--- src/rtl/core/tts_pkg.sv ---
package tts_pkg;

    // Fixed widths of the counters and of the result fields.
    localparam int CNT_W  = 32;
    localparam int MS_W   = 16;
    localparam int OP_W   = 2;
    localparam int SLOT_W = 3;
    localparam int MASK_W = 8;

    // Default configuration of the timer block.
    localparam int DEF_PERIODIC_SLOTS  = 8;
    localparam int DEF_ONESHOT_SLOTS   = 8;
    localparam int DEF_TICKS_PER_MILLI = 1;

    // Most negative counter value; a decrement saturates here.
    localparam logic [CNT_W-1:0] CNT_MIN = {1'b1, {(CNT_W-1){1'b0}}};

    // Operation codes of one transfer.
    typedef enum logic [OP_W-1:0] {
        OP_TICK         = 2'd0,
        OP_ADD_PERIODIC = 2'd1,
        OP_ADD_ONESHOT  = 2'd2
    } op_t;

    // Command from the decode stage to a channel bank.
    typedef struct packed {
        logic tick;
        logic add;
    } bank_cmd_t;

    // Saturating decrement of a signed counter.
    function automatic logic [CNT_W-1:0] dec_sat(input logic [CNT_W-1:0] c);
        return (c == CNT_MIN) ? c : c - 1'b1;
    endfunction

    // True when a signed counter is at or below zero.
    function automatic logic at_or_below_zero(input logic [CNT_W-1:0] c);
        return (c == '0) || c[CNT_W-1];
    endfunction

endpackage

--- src/rtl/core/tick_task_scheduler.sv ---
// Pipeline: the input register takes the command and its time scaled to ticks;
// the result register then strobes done while all channels update in parallel.
// Throughput: one command per cycle; busy stays low and the receiver cannot stall.
// Reset clears every counter, reload value, slot and the result strobe at once.
module tick_task_scheduler #(
    parameter int PERIODIC_SLOTS  = tts_pkg::DEF_PERIODIC_SLOTS,
    parameter int ONESHOT_SLOTS   = tts_pkg::DEF_ONESHOT_SLOTS,
    parameter int TICKS_PER_MILLI = tts_pkg::DEF_TICKS_PER_MILLI
) (
    input  logic                          clk,
    input  logic                          rst_n,
    input  logic                          start,
    output logic                          busy,
    input  logic [tts_pkg::OP_W-1:0]      op,
    input  logic [tts_pkg::MS_W-1:0]      ms_value,
    output logic                          done,
    output logic                          accepted,
    output logic [tts_pkg::SLOT_W-1:0]    slot_index,
    output logic [tts_pkg::MASK_W-1:0]    periodic_fire,
    output logic [tts_pkg::MASK_W-1:0]    oneshot_fire
);
    import tts_pkg::*;

    localparam int P_IDX_W = (PERIODIC_SLOTS > 1) ? $clog2(PERIODIC_SLOTS) : 1;
    localparam int O_IDX_W = (ONESHOT_SLOTS > 1) ? $clog2(ONESHOT_SLOTS) : 1;
    localparam int PF_W    = (PERIODIC_SLOTS > MASK_W) ? PERIODIC_SLOTS : MASK_W;
    localparam int OF_W    = (ONESHOT_SLOTS > MASK_W) ? ONESHOT_SLOTS : MASK_W;

    logic                      in_valid_reg;
    logic [OP_W-1:0]           op_reg;
    logic [CNT_W-1:0]          ticks_reg;
    logic [CNT_W-1:0]          ticks_next;

    bank_cmd_t                 p_cmd;
    bank_cmd_t                 o_cmd;
    logic [PERIODIC_SLOTS-1:0] p_fire;
    logic [ONESHOT_SLOTS-1:0]  o_fire;
    logic                      p_ok;
    logic                      o_ok;
    logic [P_IDX_W-1:0]        p_slot;
    logic [O_IDX_W-1:0]        o_slot;
    logic [P_IDX_W+SLOT_W-1:0] p_slot_ext;
    logic [O_IDX_W+SLOT_W-1:0] o_slot_ext;
    logic [PF_W-1:0]           p_fire_ext;
    logic [OF_W-1:0]           o_fire_ext;

    logic                      done_reg;
    logic                      accepted_reg;
    logic                      accepted_next;
    logic [SLOT_W-1:0]         slot_reg;
    logic [SLOT_W-1:0]         slot_next;
    logic [MASK_W-1:0]         pfire_reg;
    logic [MASK_W-1:0]         ofire_reg;

    // Every cycle can take a transfer.
    assign busy = 1'b0;

    // Scale the time from milliseconds to ticks.
    assign ticks_next = CNT_W'(ms_value) * CNT_W'(TICKS_PER_MILLI);

    // Input register.
    always_ff @(posedge clk or negedge rst_n)
    begin
        if (!rst_n)
        begin
            in_valid_reg <= 1'b0;
        end
        else
        begin
            in_valid_reg <= start && !busy;
        end
    end

    always_ff @(posedge clk)
    begin
        if (start && !busy)
        begin
            op_reg    <= op;
            ticks_reg <= ticks_next;
        end
    end

    // Decode the registered operation into bank commands.
    always_comb
    begin
        p_cmd = '0;
        o_cmd = '0;
        if (in_valid_reg)
        begin
            case (op_reg)
                OP_TICK:
                begin
                    p_cmd.tick = 1'b1;
                    o_cmd.tick = 1'b1;
                end
                OP_ADD_PERIODIC: p_cmd.add = 1'b1;
                OP_ADD_ONESHOT:  o_cmd.add = 1'b1;
                default: ;
            endcase
        end
    end

    tts_periodic_bank #(
        .SLOTS (PERIODIC_SLOTS),
        .IDX_W (P_IDX_W)
    ) u_periodic (
        .clk      (clk),
        .rst_n    (rst_n),
        .cmd      (p_cmd),
        .ticks    (ticks_reg),
        .fire     (p_fire),
        .add_ok   (p_ok),
        .add_slot (p_slot)
    );

    tts_oneshot_bank #(
        .SLOTS (ONESHOT_SLOTS),
        .IDX_W (O_IDX_W)
    ) u_oneshot (
        .clk      (clk),
        .rst_n    (rst_n),
        .cmd      (o_cmd),
        .ticks    (ticks_reg),
        .fire     (o_fire),
        .add_ok   (o_ok),
        .add_slot (o_slot)
    );

    // Fit slot numbers and fire masks to the result field widths.
    assign p_slot_ext = {{SLOT_W{1'b0}}, p_slot};
    assign o_slot_ext = {{SLOT_W{1'b0}}, o_slot};
    assign p_fire_ext = PF_W'(p_fire);
    assign o_fire_ext = OF_W'(o_fire);

    // Result of the registered operation.
    always_comb
    begin
        accepted_next = 1'b0;
        slot_next     = '0;
        case (op_reg)
            OP_TICK: accepted_next = 1'b1;
            OP_ADD_PERIODIC:
            begin
                accepted_next = p_ok;
                slot_next     = p_ok ? p_slot_ext[SLOT_W-1:0] : '0;
            end
            OP_ADD_ONESHOT:
            begin
                accepted_next = o_ok;
                slot_next     = o_ok ? o_slot_ext[SLOT_W-1:0] : '0;
            end
            default: ;
        endcase
    end

    // Result register.
    always_ff @(posedge clk or negedge rst_n)
    begin
        if (!rst_n)
        begin
            done_reg <= 1'b0;
        end
        else
        begin
            done_reg <= in_valid_reg;
        end
    end

    always_ff @(posedge clk)
    begin
        accepted_reg <= accepted_next;
        slot_reg     <= slot_next;
        pfire_reg    <= p_fire_ext[MASK_W-1:0];
        ofire_reg    <= o_fire_ext[MASK_W-1:0];
    end

    assign done          = done_reg;
    assign accepted      = accepted_reg;
    assign slot_index    = slot_reg;
    assign periodic_fire = pfire_reg;
    assign oneshot_fire  = ofire_reg;

    // A transfer always yields a result, strobed on done after the input and result registers.
    a_start_to_done: assert property (@(posedge clk) disable iff (!rst_n)
        (start && !busy) |-> ##2 done)
        else $error("command transfer produced no result");

    // A result never appears without an earlier command transfer behind it.
    a_done_has_start: assert property (@(posedge clk) disable iff (!rst_n)
        done |-> $past(start && !busy, 2))
        else $error("result without a command transfer");

    // Fire bits only come with an accepted tick, which assigns no slot.
    a_fire_on_tick: assert property (@(posedge clk) disable iff (!rst_n)
        (periodic_fire != '0 || oneshot_fire != '0) |-> (done && accepted && slot_index == '0))
        else $error("fire mask outside a tick result");

endmodule

--- src/rtl/core/tts_periodic_bank.sv ---
module tts_periodic_bank #(
    parameter int SLOTS = 8,
    parameter int IDX_W = 3
) (
    input  logic                         clk,
    input  logic                         rst_n,
    input  tts_pkg::bank_cmd_t           cmd,
    input  logic [tts_pkg::CNT_W-1:0]    ticks,
    output logic [SLOTS-1:0]             fire,
    output logic                         add_ok,
    output logic [IDX_W-1:0]             add_slot
);
    import tts_pkg::*;

    localparam int USED_W = $clog2(SLOTS + 1);

    logic [CNT_W-1:0]  reload_reg [SLOTS];
    logic [CNT_W-1:0]  reload_next [SLOTS];
    logic [CNT_W-1:0]  count_reg [SLOTS];
    logic [CNT_W-1:0]  count_next [SLOTS];
    logic [USED_W-1:0] used_reg;
    logic [USED_W-1:0] used_next;

    // Room remains while fewer channels than slots are registered.
    assign add_ok   = (used_reg < USED_W'(SLOTS));
    assign add_slot = used_reg[IDX_W-1:0];

    // Tick all registered channels in parallel, or append one channel.
    always_comb
    begin
        logic [CNT_W-1:0] dec;
        fire      = '0;
        used_next = used_reg;
        for (int i = 0; i < SLOTS; i++)
        begin
            reload_next[i] = reload_reg[i];
            count_next[i]  = count_reg[i];
            dec            = dec_sat(count_reg[i]);
            if (cmd.tick && (i < int'(used_reg)))
            begin
                if (at_or_below_zero(dec))
                begin
                    fire[i]       = 1'b1;
                    count_next[i] = dec + reload_reg[i];
                end
                else
                begin
                    count_next[i] = dec;
                end
            end
            else if (cmd.add && add_ok && (USED_W'(i) == used_reg))
            begin
                reload_next[i] = ticks;
                count_next[i]  = ticks;
            end
        end
        if (cmd.add && add_ok)
        begin
            used_next = used_reg + 1'b1;
        end
    end

    // Channel state.
    always_ff @(posedge clk or negedge rst_n)
    begin
        if (!rst_n)
        begin
            used_reg <= '0;
            for (int i = 0; i < SLOTS; i++)
            begin
                reload_reg[i] <= '0;
                count_reg[i]  <= '0;
            end
        end
        else
        begin
            used_reg <= used_next;
            for (int i = 0; i < SLOTS; i++)
            begin
                reload_reg[i] <= reload_next[i];
                count_reg[i]  <= count_next[i];
            end
        end
    end

endmodule

--- src/rtl/core/tts_oneshot_bank.sv ---
module tts_oneshot_bank #(
    parameter int SLOTS = 8,
    parameter int IDX_W = 3
) (
    input  logic                         clk,
    input  logic                         rst_n,
    input  tts_pkg::bank_cmd_t           cmd,
    input  logic [tts_pkg::CNT_W-1:0]    ticks,
    output logic [SLOTS-1:0]             fire,
    output logic                         add_ok,
    output logic [IDX_W-1:0]             add_slot
);
    import tts_pkg::*;

    logic [SLOTS-1:0] active_reg;
    logic [SLOTS-1:0] active_next;
    logic [CNT_W-1:0] count_reg [SLOTS];
    logic [CNT_W-1:0] count_next [SLOTS];

    // Lowest free slot: scan from the top so the lowest one wins.
    always_comb
    begin
        add_ok   = 1'b0;
        add_slot = '0;
        for (int i = SLOTS - 1; i >= 0; i--)
        begin
            if (!active_reg[i])
            begin
                add_ok   = 1'b1;
                add_slot = IDX_W'(i);
            end
        end
    end

    // Count down every active slot, or take the lowest free one.
    always_comb
    begin
        logic [CNT_W-1:0] dec;
        fire = '0;
        for (int i = 0; i < SLOTS; i++)
        begin
            active_next[i] = active_reg[i];
            count_next[i]  = count_reg[i];
            dec            = dec_sat(count_reg[i]);
            if (cmd.tick && active_reg[i])
            begin
                if (at_or_below_zero(dec))
                begin
                    fire[i]        = 1'b1;
                    active_next[i] = 1'b0;
                    count_next[i]  = '0;
                end
                else
                begin
                    count_next[i] = dec;
                end
            end
            else if (cmd.add && add_ok && (IDX_W'(i) == add_slot))
            begin
                active_next[i] = 1'b1;
                count_next[i]  = ticks;
            end
        end
    end

    // Slot state.
    always_ff @(posedge clk or negedge rst_n)
    begin
        if (!rst_n)
        begin
            active_reg <= '0;
            for (int i = 0; i < SLOTS; i++)
            begin
                count_reg[i] <= '0;
            end
        end
        else
        begin
            active_reg <= active_next;
            for (int i = 0; i < SLOTS; i++)
            begin
                count_reg[i] <= count_next[i];
            end
        end
    end

endmodule

--- config.mk ---
export PLATFORM = sky130hd
export DESIGN_NAME = tick_task_scheduler
export DESIGN_NICKNAME = d
export VERILOG_FILES = /design/src/rtl/core/tts_pkg.sv /design/src/rtl/core/tick_task_scheduler.sv /design/src/rtl/core/tts_periodic_bank.sv /design/src/rtl/core/tts_oneshot_bank.sv
export SDC_FILE = /design/constraint.sdc
export NUM_CORES = 2
export LEC_CHECK = 0
export ABC_AREA = 1
export BUFFER_PORTS_ARGS = -buffer_cell sky130_fd_sc_hd__buf_2
export CORE_AREA = 2 2 577 350
export CTS_CLUSTER_SIZE = 10
export DETAILED_ROUTE_END_ITERATION = 16
export DIE_AREA = 0 0 579 352
export GPL_TIMING_DRIVEN = 0
export SLEW_MARGIN = 20
export SYNTH_ARGS = -nofsm -noshare
export SYNTH_HDL_FRONTEND = slang
export SYNTH_SLANG_ARGS = --single-unit
--- constraint.sdc ---
create_clock -name clk -period 3.7 [get_ports clk]
set_clock_uncertainty 0.05 [all_clocks]
set_input_delay 0.185 -clock clk [delete_from_list [all_inputs] [get_ports clk]]
set_output_delay 0.185 -clock clk [all_outputs]
set_load 0.02 [all_outputs]
==> results.md <==
Status:
- The run finished with clean final reports.

Cells and area:
- In the layout the commonest cells are nand2_1 (2672), nor2_1 (1279), nand3_1 (1000), inv_1 (914), dfrtp_1 (585).
- The count of fill cells added during filler insertion is 21500.
- Registers take approximately 0.017 sq mm.
- From synthesis to final layout, the design area changed by 17.2%.
- In the final layout, the share of cells above drive strength 1 is approximately 11%.
- The design area is around 0.069 sq mm.
- In the final layout, the multi-input gates occupy ~0.04 sq mm.
- Leaving out fill and tap cells, the most frequent cell in the layout is nand2_1.
- In the final design database the tool counted ~9900 nets.

Logic synthesis:
- Yosys mapped the design onto 53 distinct sky130hd cell types.
- The fraction of the yosys area taken by sequential cells is 29.2%.
- The synthesized design contains around 690 register bits.
- The per-instance average area after synthesis is around 6.3 sq um.
- The synthesized netlist devotes between 10% and 20% of its cell area to compound gates.
- Summing the areas of all xor and xnor instances in the mapped netlist gives under 10% of the synthesized area.
- The basic-gate share of the synthesized area counting and, or, nand and nor cells is approximately 40%.
- The mapped netlist covers just under 0.06 sq mm.
- During synthesis, Yosys emitted a total of 0 warnings.
- The dominant combinational cell family by area after synthesis is simple AND/OR/NAND/NOR gates.
- The number of nets produced by synthesis is a little under 10000.
- The synthesized instance count is between 9000 and 10000.
- After Yosys synthesis, full adders, half adders and majority gates account for under 10% of the synthesized area.
- The multiplexer share of the synthesized area is 0%.

STA:
- The ratio of final minimum period to clock period is a little over nine tenths.
- The final hold violation count is 0.
- The post-route setup TNS is 0 ns.
- Setup repair after global routing could not meet its margin everywhere.
- The max-slew violation count came to 0.
- The maximum achievable frequency is 274 MHz.
- For the pin with the worst max-slew slack, the measured transition is around 1.1 ns.
- The final critical path time including I/O delays and setup is about 3.6 ns.
- The relative max-transition margin is between 20% and 30%.
- Setup violations remaining at the end of the flow were counted as 0.

Clock tree:
- TritonCTS created between 80 and 90 clock buffers.
- At the later pin of the worst-skew pair, clock insertion delay measures 0.77 ns.
- The CTS tree is built.
- The H-tree generated during clock tree synthesis spans 3 levels.
- Clock-pin slew was measured on the worst setup and hold paths at around 0.06 ns.
- The clock passes through at most 3 buffers.
- CTS saw 692 sinks.
- The cell chosen for the clock root is clkbuf_16.

Min path:
- The worst hold path passes through 2 cells.
- The type of the tightest min-delay check is in2reg.

Worst setup path:
- The largest fanout of any net on the critical path is 10.
- The cell that appears most often on the critical path is nand2_1.
- The maximum cell stage delay along the critical path is approximately 0.48 ns.
- The critical path goes through nor2_2 > nand2_1 > nor2_1 > nand2_1 > nor2_1 > buf_4 > nor2_1 > ha_1 > nand2_1 > inv_1 > nand2_1 > nand3_1 > nand2_1 > o21ai_2 > nand3_1 > nand2_4 > nand2_1 > nor2_4 > nand3_1 > nand4_1 > o21ai_0.
- The critical path launch point type is a register.
- Data on the critical path arrives at its endpoint at between 4 and 5 ns.
- The classification of the worst setup path is reg2reg.
- STA puts the critical path data required time at 4.25 ns.
- The sort of element at the end of the critical path is a register.
- The number of cells on the worst reg-to-reg path is 21.
- For this design, the slowest cell found on the critical path is dfrtp_1.

Die:
- In this run the count of I/O pins placed on the die edge is 43.
- The initial core utilization is 29.9%.
- From left edge to right edge, the die measures 579 um.
- The number of standard-cell rows in the floorplan is 127.
- The die is roughly 350 um tall.
- The placeable core area is approximately 0.20 sq mm.
- The die area is 0.204 sq mm.

Placement:
- The cell area after placement is 0.0630 sq mm.
- The count of input and output buffers is 41.
- The placer's final routability congestion estimate is approximately 1.
- The HPWL after detailed placement is approximately 180000 um.

Routing:
- The wire length per cell is 19.1 um.
- The routed layout has approximately 65000 vias.
- In the routed design, unresolved DRC markers number 0.
- Dividing the detail-routed via count by the number of cells gives 5.27.
- The routed design has ~240000 um of wire.
- The first routing iteration left just under 9000 violations.
- The count of nets left with antenna violations once routing finished came out at 0.
- The pre-antenna-repair detailed-routing pass consisted of 8 iterations.

Pwr:
- The peak ir drop on the vdd network is between 600 and 700 uV.
- Overall power consumption after layout is estimated at between 70 and 80 mW.
- The static power due to leakage is approximately 34 nW.
- In this run the power density over the cells is roughly 1000 mW/mm^2.

Global route:
- The initial antenna violation count was 7.
- The overall overflow remaining after global route is 0.
- The overall fraction of global-route tracks in use is between 20% and 30%.
- The number of global-route vias before repair is around 60000.
- The global-route wire length before repair is ~360000 um.
- Entering global routing, the biggest net connects approximately 90 pins.

Flow run:
- The max capacitance violation total is 0.
kinds of logic after synthesis:
| logic type | after synthesis |
|---|---|
| DFF | 692 |
| and+or+nand+nor | 5673 |
| other | 1 |
| AOI/OAI and AO/OA | 1165 |
| buffers and inverters | 1249 |
| adders and majority gates | 199 |
| xor gates and xnor gates | 424 |
worst paths after layout:
path / startpoint / to / slack, ns
min in group asynchronous: rst_n / u_oneshot.count_reg[195] / 0.56
min reg2reg: u_periodic.reload_reg[192] / u_periodic.reload_reg[192] / 0.44
max reg2reg: u_periodic.count_reg[92] / u_periodic.count_reg[95] / 0.06
max: u_periodic.count_reg[92] / u_periodic.count_reg[95] / 0.06
max in group asynchronous: rst_n / u_periodic.count_reg[117] / 1.72
min: ms_value[8] / ticks_reg[8] / 0.11
per-stage QoR:
stage | hold WS, ns | setup slack [ns] | util (%) | instances
global placement | 0.315 | -12.89 | 31.6 | 12100
global route | 0.0926 | -0.253 | 35.0 | 12400
floorplan | -0.161 | 0.0983 | - | 9403
finish | 0.111 | 0.0562 | 35.0 | 12400
detailed placement | 0.130 | -1.14 | 31.7 | 12100
CTS | 0.0548 | -0.0878 | 33.7 | 12300
cells in the mapped netlist, drive strengths merged:
cell type	instances	area [sq um]
o211ai	34	255
buf	113	815
o21a	7	52.6
xor2	295	2580
or2	12	75.1
and2	11	68.8
a21o	14	105
o21bai	182	1370
dfrtp	654	16400
a21boi	14	105
and3	4	25.0
a21oi	229	1150
nand2	2781	10500
edfxtp	18	541
conb	1	3.75
nor4	8	50.1
clkbuf	164	616
o22ai	115	726
clkinv	13	48.8
o221ai	1	8.76
inv	959	3600
nor3	56	295
xnor2	129	1130
o21ai	556	2780
dfxtp	20	400
nor3b	3	22.5
a31oi	10	62.6
nand4	206	1320
ha	191	2390
nor2	1509	5930
nand3	1054	5440
fa	8	160
nand3b	29	218
o31ai	3	22.5
where the power goes:
part           leakage (nW)  switching, mW  total, mW  internal [mW]
combinational          23.6           31.5       47.9           16.4
clock                  1.35           3.91       8.70           4.79
sequential             8.95           3.63       13.9           10.2
total                  33.9           39.1       70.5           31.4
worst max-delay path: cells and delay by family, from the launching register on:
family          cells  cell delay, ns
simple gates       16            2.02
flops               1            0.48
fa+ha+maj           1            0.35
compound gates      2            0.33
buf+inv             2            0.27
per-layer routing:
metal  share of wire, %  up-vias  track usage (%)
met2                 36     3149             27.3
met3                 12      249             6.56
li1                   -    31000                -
met5                  0        -                0
met4                1.5        0             3.79
met1                 50    30900             36.5
timing repair:
action,in CTS,in global routing
gates cloned,0,0
gates resized for setup,208,502
pin swaps,31,120
hold buffers,22,0
hold endpoints to repair,230,0
buffers inserted,30,106
endpoints found under the setup margin,176,259
layout make-up:
class                   instances  share of cell area [%]
repair buffers                207                    2.48
diodes                          1                 0.00360
plain buffers                 273                    2.13
multi-input cells            7462                    56.2
well taps                    2644                    4.76
clock buffers                 138                    3.63
flip-flops and latches        692                    25.0
clock inverters                18                   0.416
inverters                     972                    5.29
Note: power is estimated with default switching activity, not from simulation.
